$ cat src/cosine_similarity_assert.svh
// Assertion macros used by the cosine similarity RTL.
`ifndef COSINE_SIMILARITY_ASSERT_SVH
`define COSINE_SIMILARITY_ASSERT_SVH

// Same-cycle implication, held off while reset is low.
`define CS_ASSERT_IMPLY(label, clk, rst_n, ante, cons) \
    label: assert property (@(posedge clk) disable iff (!(rst_n)) (ante) |-> (cons)) \
        else $error("cosine similarity: implication check failed");

// Next-cycle implication, held off while reset is low.
`define CS_ASSERT_NEXT(label, clk, rst_n, ante, cons) \
    label: assert property (@(posedge clk) disable iff (!(rst_n)) (ante) |=> (cons)) \
        else $error("cosine similarity: next-cycle check failed");

`endif

$ cat src/cs_pkg.sv
// Package with widths, limits and types of the cosine similarity block.
package cs_pkg;
    localparam int ELEM_W            = 16;
    localparam int MAX_VECTOR_LENGTH = 4096;
    localparam int DOT_W             = 44;
    localparam int SQ_W              = 43;
    localparam int PROD_W            = 2 * SQ_W;
    localparam int QUO_W             = 33;
    localparam int REM_W             = PROD_W + QUO_W;
    localparam int ROOT_W            = QUO_W + 1;
    localparam int Q_DEPTH           = 2;

    // Saturation bound of the accumulators.
    localparam logic [SQ_W-1:0] SQ_LIMIT =
        SQ_W'(64'(MAX_VECTOR_LENGTH) << (2 * ELEM_W - 2));

    // Finished sums of one vector pair.
    typedef struct packed {
        logic signed [DOT_W-1:0] dot;
        logic [SQ_W-1:0]         sa;
        logic [SQ_W-1:0]         sb;
    } t_sums;
endpackage

$ cat src/cs_in_if.sv
// Input channel interface: one element pair per transfer.
interface cs_in_if;
    import cs_pkg::*;
    logic                     valid;
    logic                     ready;
    logic signed [ELEM_W-1:0] elem_a;
    logic signed [ELEM_W-1:0] elem_b;
    logic                     last_pair;
    modport source(output valid, elem_a, elem_b, last_pair, input ready);
    modport sink(input valid, elem_a, elem_b, last_pair, output ready);
endinterface

$ cat src/cs_out_if.sv
// Output channel interface: one similarity result per transfer.
interface cs_out_if;
    logic               valid;
    logic               ready;
    logic signed [15:0] similarity;
    logic               zero_norm;
    modport source(output valid, similarity, zero_norm, input ready);
    modport sink(input valid, similarity, zero_norm, output ready);
endinterface

$ cat src/cs_front.sv
// Front end: multiplies each element pair and accumulates the three sums.
module cs_front (
    input  logic          i_clk,
    input  logic          i_rst_n,
    cs_in_if.sink         i_in,
    input  logic          i_full,
    output logic          o_push,
    output cs_pkg::t_sums o_sums
);
    import cs_pkg::*;

    localparam logic signed [DOT_W:0] DOT_HI = (DOT_W+1)'(SQ_LIMIT);
    localparam logic signed [DOT_W:0] DOT_LO = -DOT_HI;

    logic                       r_s1_valid;
    logic                       r_s1_last;
    logic [2*ELEM_W-1:0]        r_pa;
    logic [2*ELEM_W-1:0]        r_pb;
    logic signed [2*ELEM_W-1:0] r_pab;
    logic signed [DOT_W-1:0]    r_dot;
    logic [SQ_W-1:0]            r_sa;
    logic [SQ_W-1:0]            r_sb;

    logic                       w_stall;
    logic signed [DOT_W:0]      w_dot_sum;
    logic [SQ_W:0]              w_sa_sum;
    logic [SQ_W:0]              w_sb_sum;
    t_sums                      w_next;

    // A finished vector waits in the product stage while the queue is full.
    assign w_stall    = r_s1_valid & r_s1_last & i_full;
    assign i_in.ready = ~w_stall;
    assign o_push     = r_s1_valid & r_s1_last & ~i_full;

    // Saturating accumulation.
    always_comb begin
        w_dot_sum = (DOT_W+1)'(r_dot) + (DOT_W+1)'(r_pab);
        w_sa_sum  = (SQ_W+1)'(r_sa) + (SQ_W+1)'(r_pa);
        w_sb_sum  = (SQ_W+1)'(r_sb) + (SQ_W+1)'(r_pb);
        if (w_dot_sum > DOT_HI) begin
            w_next.dot = DOT_W'(DOT_HI);
        end else if (w_dot_sum < DOT_LO) begin
            w_next.dot = DOT_W'(DOT_LO);
        end else begin
            w_next.dot = DOT_W'(w_dot_sum);
        end
        w_next.sa = (w_sa_sum > (SQ_W+1)'(SQ_LIMIT)) ? SQ_LIMIT : SQ_W'(w_sa_sum);
        w_next.sb = (w_sb_sum > (SQ_W+1)'(SQ_LIMIT)) ? SQ_LIMIT : SQ_W'(w_sb_sum);
    end

    assign o_sums = w_next;

    // Product stage and accumulators.
    always_ff @(posedge i_clk) begin
        if (!i_rst_n) begin
            r_s1_valid <= 1'b0;
            r_s1_last  <= 1'b0;
            r_dot      <= '0;
            r_sa       <= '0;
            r_sb       <= '0;
        end else begin
            if (i_in.ready) begin
                r_s1_valid <= i_in.valid;
                r_s1_last  <= i_in.last_pair;
                r_pa       <= unsigned'((2*ELEM_W)'(i_in.elem_a) * (2*ELEM_W)'(i_in.elem_a));
                r_pb       <= unsigned'((2*ELEM_W)'(i_in.elem_b) * (2*ELEM_W)'(i_in.elem_b));
                r_pab      <= (2*ELEM_W)'(i_in.elem_a) * (2*ELEM_W)'(i_in.elem_b);
            end
            if (r_s1_valid && !w_stall) begin
                if (r_s1_last) begin
                    r_dot <= '0;
                    r_sa  <= '0;
                    r_sb  <= '0;
                end else begin
                    r_dot <= w_next.dot;
                    r_sa  <= w_next.sa;
                    r_sb  <= w_next.sb;
                end
            end
        end
    end
endmodule

$ cat src/cs_fifo.sv
// Short queue of finished sums between the front and back ends.
module cs_fifo (
    input  logic          i_clk,
    input  logic          i_rst_n,
    input  logic          i_push,
    input  cs_pkg::t_sums i_data,
    input  logic          i_pop,
    output logic          o_valid,
    output logic          o_full,
    output cs_pkg::t_sums o_data
);
    import cs_pkg::*;

    localparam int PTR_W = (Q_DEPTH > 1) ? $clog2(Q_DEPTH) : 1;
    localparam int CNT_W = $clog2(Q_DEPTH + 1);

    t_sums             r_mem [Q_DEPTH];
    logic [PTR_W-1:0]  r_wr_ptr;
    logic [PTR_W-1:0]  r_rd_ptr;
    logic [CNT_W-1:0]  r_count;

    assign o_valid = (r_count != '0);
    assign o_full  = (r_count == CNT_W'(Q_DEPTH));
    assign o_data  = r_mem[r_rd_ptr];

    // Pointer and fill bookkeeping.
    always_ff @(posedge i_clk) begin
        if (!i_rst_n) begin
            r_wr_ptr <= '0;
            r_rd_ptr <= '0;
            r_count  <= '0;
        end else begin
            if (i_push) begin
                r_mem[r_wr_ptr] <= i_data;
                r_wr_ptr <= (r_wr_ptr == PTR_W'(Q_DEPTH - 1)) ? '0 : r_wr_ptr + 1'b1;
            end
            if (i_pop) begin
                r_rd_ptr <= (r_rd_ptr == PTR_W'(Q_DEPTH - 1)) ? '0 : r_rd_ptr + 1'b1;
            end
            if (i_push && !i_pop) begin
                r_count <= r_count + 1'b1;
            end else if (i_pop && !i_push) begin
                r_count <= r_count - 1'b1;
            end
        end
    end
endmodule

$ cat src/cs_back.sv
// Back end: serial products, restoring division and square root per vector.
`include "cosine_similarity_assert.svh"
module cs_back (
    input  logic          i_clk,
    input  logic          i_rst_n,
    input  logic          i_valid,
    input  cs_pkg::t_sums i_sums,
    output logic          o_pop,
    cs_out_if.source      o_out
);
    import cs_pkg::*;

    typedef enum logic [2:0] {S_IDLE, S_MUL, S_DIV, S_SQRT, S_OUT} t_state;

    t_state             r_state;
    logic [5:0]         r_cnt;
    logic [PROD_W-1:0]  r_mcand_a;
    logic [PROD_W-1:0]  r_mcand_d;
    logic [SQ_W-1:0]    r_mplier_b;
    logic [SQ_W-1:0]    r_mplier_d;
    logic [PROD_W-1:0]  r_prod;
    logic [PROD_W-1:0]  r_dsq;
    logic [REM_W-1:0]   r_rem;
    logic [REM_W-1:0]   r_div;
    logic [QUO_W-1:0]   r_quo;
    logic [ROOT_W-1:0]  r_num;
    logic [ROOT_W-1:0]  r_res;
    logic [ROOT_W-1:0]  r_bit;
    logic               r_neg;
    logic               r_out_valid;
    logic signed [15:0] r_sim;
    logic               r_zero;

    logic [SQ_W-1:0]    w_dabs;
    logic               w_ge;
    logic [ROOT_W-1:0]  w_trial;
    logic [ROOT_W-1:0]  w_res_n;
    logic [ROOT_W-1:0]  w_half;
    logic [16:0]        w_q;

    assign o_pop            = (r_state == S_IDLE) && i_valid;
    assign o_out.valid      = r_out_valid;
    assign o_out.similarity = r_sim;
    assign o_out.zero_norm  = r_zero;

    // Datapath helpers for the division and root steps.
    always_comb begin
        w_dabs  = i_sums.dot[DOT_W-1] ? SQ_W'(-i_sums.dot) : SQ_W'(i_sums.dot);
        w_ge    = (r_rem >= r_div);
        w_trial = r_res + r_bit;
        w_res_n = (r_num >= w_trial) ? ((r_res >> 1) + r_bit) : (r_res >> 1);
        w_half  = (w_res_n + 1'b1) >> 1;
        w_q     = (w_half > ROOT_W'(32768)) ? 17'd32768 : 17'(w_half);
    end

    // Sequencer with its datapath and the output register.
    always_ff @(posedge i_clk) begin
        if (!i_rst_n) begin
            r_state     <= S_IDLE;
            r_out_valid <= 1'b0;
            r_cnt       <= '0;
        end else begin
            unique case (r_state)
                S_IDLE: begin
                    if (i_valid) begin
                        r_mcand_a  <= PROD_W'(i_sums.sa);
                        r_mplier_b <= i_sums.sb;
                        r_mcand_d  <= PROD_W'(w_dabs);
                        r_mplier_d <= w_dabs;
                        r_prod     <= '0;
                        r_dsq      <= '0;
                        r_neg      <= i_sums.dot[DOT_W-1];
                        r_cnt      <= 6'(SQ_W);
                        if (i_sums.sa == '0 || i_sums.sb == '0) begin
                            r_sim       <= '0;
                            r_zero      <= 1'b1;
                            r_out_valid <= 1'b1;
                            r_state     <= S_OUT;
                        end else begin
                            r_state <= S_MUL;
                        end
                    end
                end
                S_MUL: begin
                    if (r_cnt != '0) begin
                        if (r_mplier_b[0]) r_prod <= r_prod + r_mcand_a;
                        if (r_mplier_d[0]) r_dsq  <= r_dsq + r_mcand_d;
                        r_mcand_a  <= r_mcand_a << 1;
                        r_mcand_d  <= r_mcand_d << 1;
                        r_mplier_b <= r_mplier_b >> 1;
                        r_mplier_d <= r_mplier_d >> 1;
                        r_cnt      <= r_cnt - 1'b1;
                    end else begin
                        r_rem   <= REM_W'(r_dsq) << 32;
                        r_div   <= REM_W'(r_prod) << QUO_W;
                        r_quo   <= '0;
                        r_cnt   <= 6'(QUO_W);
                        r_state <= S_DIV;
                    end
                end
                S_DIV: begin
                    if (w_ge) r_rem <= r_rem - r_div;
                    r_div <= r_div >> 1;
                    r_cnt <= r_cnt - 1'b1;
                    if (r_cnt == 6'(QUO_W)) begin
                        // The quotient reaches past the clamp: cosine at full scale.
                        if (w_ge) begin
                            r_sim       <= r_neg ? 16'sh8000 : 16'sh7fff;
                            r_zero      <= 1'b0;
                            r_out_valid <= 1'b1;
                            r_state     <= S_OUT;
                        end
                    end else begin
                        r_quo <= {r_quo[QUO_W-2:0], w_ge};
                        if (r_cnt == '0) begin
                            r_num   <= ROOT_W'({r_quo[QUO_W-2:0], w_ge});
                            r_res   <= '0;
                            r_bit   <= ROOT_W'(1) << (QUO_W - 1);
                            r_cnt   <= 6'((QUO_W - 1) / 2);
                            r_state <= S_SQRT;
                        end
                    end
                end
                S_SQRT: begin
                    if (r_num >= w_trial) r_num <= r_num - w_trial;
                    r_res <= w_res_n;
                    r_bit <= r_bit >> 2;
                    r_cnt <= r_cnt - 1'b1;
                    if (r_cnt == '0) begin
                        if (r_neg) begin
                            r_sim <= signed'(16'(17'd0 - w_q));
                        end else begin
                            r_sim <= w_q[16:15] != 2'b00 ? 16'sh7fff : signed'(w_q[15:0]);
                        end
                        r_zero      <= 1'b0;
                        r_out_valid <= 1'b1;
                        r_state     <= S_OUT;
                    end
                end
                S_OUT: begin
                    if (o_out.ready) begin
                        r_out_valid <= 1'b0;
                        r_state     <= S_IDLE;
                    end
                end
                default: r_state <= S_IDLE;
            endcase
        end
    end

    // Consistency checks on the sequencer and its results.
    `CS_ASSERT_IMPLY(a_pop_idle, i_clk, i_rst_n, o_pop, r_state == S_IDLE)
    `CS_ASSERT_IMPLY(a_zero_sim, i_clk, i_rst_n, r_out_valid && r_zero, r_sim == 16'sd0)
    `CS_ASSERT_IMPLY(a_pos_sign, i_clk, i_rst_n, r_out_valid && !r_neg, !r_sim[15])
    `CS_ASSERT_NEXT(a_out_state, i_clk, i_rst_n, r_out_valid && !o_out.ready, r_state == S_OUT)
endmodule

$ cat src/cosine_similarity.sv
// Top level of the streaming cosine similarity block.
// Usage: element pairs (elem_a, elem_b) of two vectors enter on i_in, one
// transfer per cycle while ready is high, with last_pair set on the final
// pair of each vector. The front end multiplies and accumulates in a
// two-stage pipeline and sustains one pair per cycle while ready is high.
// On the last pair the three saturated sums go to a two-entry queue and the
// accumulators clear, so the next vector may follow at once. The back end
// takes one vector at a time: once it pops the queue it runs shift-add
// multiplication and division setup, then restoring division, then square
// root, and then loads the output register. One result per
// vector then appears on o_out (similarity in Q1.15 and zero_norm) and holds
// until the receiver accepts it. While the receiver stalls, the queue fills
// and the front end lowers ready only when a further finished vector finds
// it full. A vector with an all-zero side skips the arithmetic: the idle
// state loads 0 with zero_norm set into the output register. Synchronous
// reset clears the sums, the queue and the output valid.
module cosine_similarity (
    input  logic     i_clk,
    input  logic     i_rst_n,
    cs_in_if.sink    i_in,
    cs_out_if.source o_out
);
    import cs_pkg::*;

    logic  w_push;
    logic  w_full;
    logic  w_q_valid;
    logic  w_pop;
    t_sums w_sums_in;
    t_sums w_sums_out;

    cs_front u_front (
        .i_clk   (i_clk),
        .i_rst_n (i_rst_n),
        .i_in    (i_in),
        .i_full  (w_full),
        .o_push  (w_push),
        .o_sums  (w_sums_in)
    );

    cs_fifo u_fifo (
        .i_clk   (i_clk),
        .i_rst_n (i_rst_n),
        .i_push  (w_push),
        .i_data  (w_sums_in),
        .i_pop   (w_pop),
        .o_valid (w_q_valid),
        .o_full  (w_full),
        .o_data  (w_sums_out)
    );

    cs_back u_back (
        .i_clk   (i_clk),
        .i_rst_n (i_rst_n),
        .i_valid (w_q_valid),
        .i_sums  (w_sums_out),
        .o_pop   (w_pop),
        .o_out   (o_out)
    );
endmodule
$ cat src/flat_wrapper.sv
// flat-port wrapper written by rule: the top's interface ports become plain ports
module cosine_similarity_flat import cs_pkg::*;
  (i_clk, i_rst_n, i_in_valid, i_in_elem_a, i_in_elem_b, i_in_last_pair, i_in_ready, o_out_valid, o_out_similarity, o_out_zero_norm, o_out_ready);
  cs_in_if i_in_i ();
  cs_out_if o_out_i ();
  input  logic i_clk;
  input  logic i_rst_n;
  input wire logic [$bits(i_in_i.valid)-1:0] i_in_valid;
  input wire logic [$bits(i_in_i.elem_a)-1:0] i_in_elem_a;
  input wire logic [$bits(i_in_i.elem_b)-1:0] i_in_elem_b;
  input wire logic [$bits(i_in_i.last_pair)-1:0] i_in_last_pair;
  output wire logic [$bits(i_in_i.ready)-1:0] i_in_ready;
  output wire logic [$bits(o_out_i.valid)-1:0] o_out_valid;
  output wire logic [$bits(o_out_i.similarity)-1:0] o_out_similarity;
  output wire logic [$bits(o_out_i.zero_norm)-1:0] o_out_zero_norm;
  input wire logic [$bits(o_out_i.ready)-1:0] o_out_ready;
  assign i_in_i.valid = i_in_valid;
  assign i_in_i.elem_a = i_in_elem_a;
  assign i_in_i.elem_b = i_in_elem_b;
  assign i_in_i.last_pair = i_in_last_pair;
  assign i_in_ready = i_in_i.ready;
  assign o_out_valid = o_out_i.valid;
  assign o_out_similarity = o_out_i.similarity;
  assign o_out_zero_norm = o_out_i.zero_norm;
  assign o_out_i.ready = o_out_ready;
  cosine_similarity u_core (.i_clk(i_clk), .i_rst_n(i_rst_n), .i_in(i_in_i), .o_out(o_out_i));
endmodule
$ cat config.mk
export PLATFORM = sky130hd
export DESIGN_NAME = cosine_similarity_flat
export DESIGN_NICKNAME = d
export VERILOG_FILES = /design/src/cs_pkg.sv /design/src/cs_in_if.sv /design/src/cs_out_if.sv /design/src/cs_front.sv /design/src/cs_fifo.sv /design/src/cs_back.sv /design/src/cosine_similarity.sv /design/src/flat_wrapper.sv
export VERILOG_INCLUDE_DIRS = /design/src /design/src/src
export SDC_FILE = /design/constraint.sdc
export NUM_CORES = 2
export LEC_CHECK = 0
export ABC_AREA = 0
export BUFFER_PORTS_ARGS = -buffer_cell sky130_fd_sc_hd__buf_2
export CAP_MARGIN = 20
export CORE_MARGIN = 5
export CORE_UTILIZATION = 65
export DETAILED_ROUTE_END_ITERATION = 10
export PLACE_DENSITY_LB_ADDON = 0.3
export SETUP_SLACK_MARGIN = 0.2
export SYNTH_ARGS = -nofsm -noshare
export SYNTH_HDL_FRONTEND = slang
export SYNTH_SLANG_ARGS = --single-unit
$ cat constraint.sdc
create_clock -name i_clk -period 45.6 [get_ports i_clk]
set_input_delay 6.84 -clock i_clk [delete_from_list [all_inputs] [get_ports i_clk]]
set_output_delay 6.84 -clock i_clk [all_outputs]
set_load 0.02 [all_outputs]
==> impl_metrics.py <==
metrics = {
    "floorplanning": {
        "fp.dieH_um": 413.7,
        "coreArea_sq_um": 162400,
        "start_util_pct": 65.24,
        "io_pins": 56,
        "die-area_sq_um": 171200,
        "die_w_um": 413.7,
        "row_count": 148,
    },
    "timing": {
        "fin_skew_ps": 43.66,
        "fin_crit_ps": 13320,
        "finalHoldViolations": 0,
        "grt_setup_unrepaired": "false",
        "finalSetupTns_ps": 0,
        "worst_pin_slew_ps": 1034,
        "period_share_pct": 29.22,
        "relSlewSlack_pct": 30.49,
        "holdWs_ps": 461.6,
        "setup_violations": 0,
        "max_freq_mhz": 75.06,
        "slew_viol_final": 0,
    },
    "logic_synthesis": {
        "synth_fa_ha_area_share_pct": 22.61,
        "synthArstFlopShare_pct": 0,
        "yosys_register_bits": 1304,
        "syn_area_per_cell_sq_um": 9.845,
        "synth-compound-area-share_pct": 14.67,
        "synthMuxAreaShare_pct": 1.654,
        "synth-xor-area-share_pct": 4.852,
        "synth_area_sq_um": 106000,
        "yosysWarnings": 0,
        "synthFlopType": "edfxtp_1",
        "synth_top_family_by_area": "adder cells",
        "synth_edf_count": 1157,
        "yosysUniqueCellTypes": 107,
        "synthSimpleGateAreaFrac_pct": 14.85,
        "netlist_instances": 10762,
        "yosysSeqAreaShare_pct": 35.57,
        "syn_nets": 12267,
    },
    "layout": {
        "nFillCells": 12025,
        "area_growth_pct": 6.417,
        "layout-drive-gt1-share_pct": 4.709,
        "layout_common_cells": "1169 x inv_1, 1157 x edfxtp_1, 990 x nand2_1",
        "layout_commonest_cell": "inv_1",
        "design_area_sq_um": 112800,
        "final_nets": 12088,
    },
    "placement": {
        "io_buffers": 55,
        "place_area_sq_um": 107900,
        "dpl.hpwl_mm": 191.0,
        "gp_congestion": 0.9729,
    },
    "grt": {
        "grt_max_degree": 130,
        "grt_pass1_vias": 80342,
        "track_usage_pct": 29.77,
        "antenna_found_initial": 8,
        "grt_pass1_wl_mm": 413.3,
        "grt_overflow_total": 0,
    },
    "routing": {
        "post-route-drc-count": 0,
        "first_pass_iters": 6,
        "vias_per_cell": 6.182,
        "drt_iter0_drc": 7060,
        "routed_wl_mm": 256.8,
        "wire_per_inst_um": 19.93,
        "via_count": 79620,
        "postRouteAntennaNets": 0,
    },
    "critical_path": {
        "cp.arrival_ps": 13850,
        "crit_buf_inv": 6,
        "slowest_stage": "a2111oi_0",
        "worst_ep_required_time_ps": 46130,
        "ff2ff_setup_slack_ps": 34480,
        "slowest_delay_ps": 550,
        "cp_common_cell": "fa_1",
        "crit_type": "input pin to flip-flop",
        "cp-start-kind": "input pin",
        "cp_max_fo": 29,
        "crit_chain": "buf_2, inv_1, nor2_1, fa_1, inv_1, fa_1, inv_1, fa_1, fa_1, inv_1, fa_1, inv_1, fa_1, ha_1, nand3_1, o2111ai_1, a31o_2, o41ai_1, o311a_1, a2111oi_0, o21a_1, o21ai_0, a21oi_1, xor2_1",
        "end_kind": "flip-flop",
        "cp_top_family": "adder cells",
    },
    "clock_tree": {
        "clkLatencyLatePin_ps": 800,
        "cts.sinks": 1304,
        "clk_pin_slew_worst_paths_ps": 70,
        "clockBufferDepth": 3,
        "ctsResizeCount": 0,
        "hold_buffers": 0,
        "numCtsBuffers": 142,
        "cts-root-buf": "clkbuf_16",
        "cts_setup_buffers": 0,
        "htreeDepth": 4,
        "cts_tree": "yes",
    },
    "min_path": {
        "hold_path.class": "flip-flop to flip-flop",
    },
    "pwr": {
        "power_density_nw_per_um2": 81.23,
        "irDropWorstVdd_mv": 0.1617,
        "p_leak_nw": 47.95,
        "power.total_mw": 9.159,
    },
    "run": {
        "maxCapViolCount": 0,
    },
    "outcome": {
        "status": "complete, no violations",
    },
}
area by class of cell:
type                    count  area [sq um]  area share, %
multi-input cells        7832         62260          55.22
flip-flops and latches   1304         37690          33.43
inverters                1180          4429          3.928
clock buffers             179          3775          3.348
well taps                2175          2721          2.414
clock inverters            85          1052         0.9332
repair buffers            123         817.0         0.7246
diodes                      2         5.005       0.004439
worst paths after layout:
check                            from                                  to  cells after the start
min          u_core.u_front.r_dot[39]            u_core.u_front.r_dot[39]                      2
max                    i_in_elem_a[4]             u_core.u_front.r_pa[30]                     24
min reg2reg  u_core.u_front.r_dot[39]            u_core.u_front.r_dot[39]                      2
max reg2reg    u_core.u_back.r_res[2]  u_core.u_back.o_out.similarity[14]                     41
flip-flops by register name, summed over array words and instances, names as in the netlist, 43 cells and up, named ones only:
| signal | count |
|---|---|
| u_core.u_back.r_div | 119 |
| u_core.u_back.r_mplier_b | 43 |
| u_core.u_front.r_dot | 44 |
| u_core.u_front.r_sa | 43 |
| u_core.u_front.r_sb | 43 |
| u_core.u_back.r_mcand_d | 86 |
| u_core.u_back.r_prod | 86 |
| u_core.u_fifo.r_mem | 260 |
| u_core.u_back.r_rem | 119 |
| u_core.u_back.r_dsq | 86 |
| u_core.u_back.r_mplier_d | 43 |
| u_core.u_back.r_mcand_a | 86 |
cell usage after synthesis, types with 31 or more instances:
cell	instances	area, sq um
inv_1	1171	4395
edfxtp_1	1157	34740
nand2_1	992	3724
fa_1	744	14890
nor2_1	731	2744
ha_1	724	9059
o21ai_0	575	2878
a21oi_1	544	2723
clkbuf_1	403	1513
a21o_1	377	2830
xnor2_1	351	3074
and2_1	317	1983
xor2_1	236	2067
and3_1	200	1251
nor3_1	168	840.8
nand3_1	161	805.8
mux2i_1	159	1592
nor2b_1	150	938.4
dfxtp_1	147	2943
nand4_1	110	688.2
nand2b_1	106	663.1
a31oi_1	100	625.6
o21bai_1	93	698.2
o21a_1	89	668.1
o31ai_1	83	623.1
nor4_1	75	469.2
o211ai_1	64	480.5
a211oi_1	54	405.4
a21boi_0	47	352.8
or3_1	42	262.8
a31o_2	41	359.1
or2_2	35	219.0
a32o_1	31	310.3
tightest hold or removal path: cells and delay by family, from the launching register on:
family	cells	cell delay, ps
and+or+nand+nor	1	50
DFF	1	330
AOI/OAI and AO/OA	1	60
layer usage:
| metal | global-route usage, % | part of all wire, % | vias up |
|---|---|---|---|
| li1 | - | - | 37214 |
| met4 | 12.86 | 4.6 | 2 |
| met2 | 51.28 | 49 | 2942 |
| met5 | 0 | 0.0066 | - |
| met1 | 37.91 | 40 | 38806 |
| met3 | 3.921 | 6.3 | 656 |
report_power, final:
part | leakage (nW) | switching [mW] | internal (mW) | total [mW]
sequential | 12.0 | 0.162 | 1.94 | 2.10
combinational | 33.6 | 3.42 | 2.45 | 5.87
clock | 2.32 | 0.506 | 0.688 | 1.19
through the flow:
step / instances / util (%) / setup slack (ps)
6_report: 12880 / 69.43 / 32280
5_1_grt: 12880 / 69.43 / 31850
4_1_cts: 12877 / 69.41 / 32340
3_5_place_dp: 12613 / 66.44 / 31500
3_3_place_gp: 12612 / 66.44 / 31670
2_1_floorplan: 10762 / - / 7924
logic make-up (layout without fill, tap and decap cells):
family | count (synthesis) | in the layout
buffers and inverters | 1626 | 1567
and+or+nand+nor | 3225 | 3225
xor gates and xnor gates | 587 | 587
DFF | 1304 | 1304
other | 0 | 2
muxes | 173 | 173
AOI/OAI and AO/OA | 2379 | 2379
adders and majority gates | 1468 | 1468
Power figures use the tool's default switching activity.
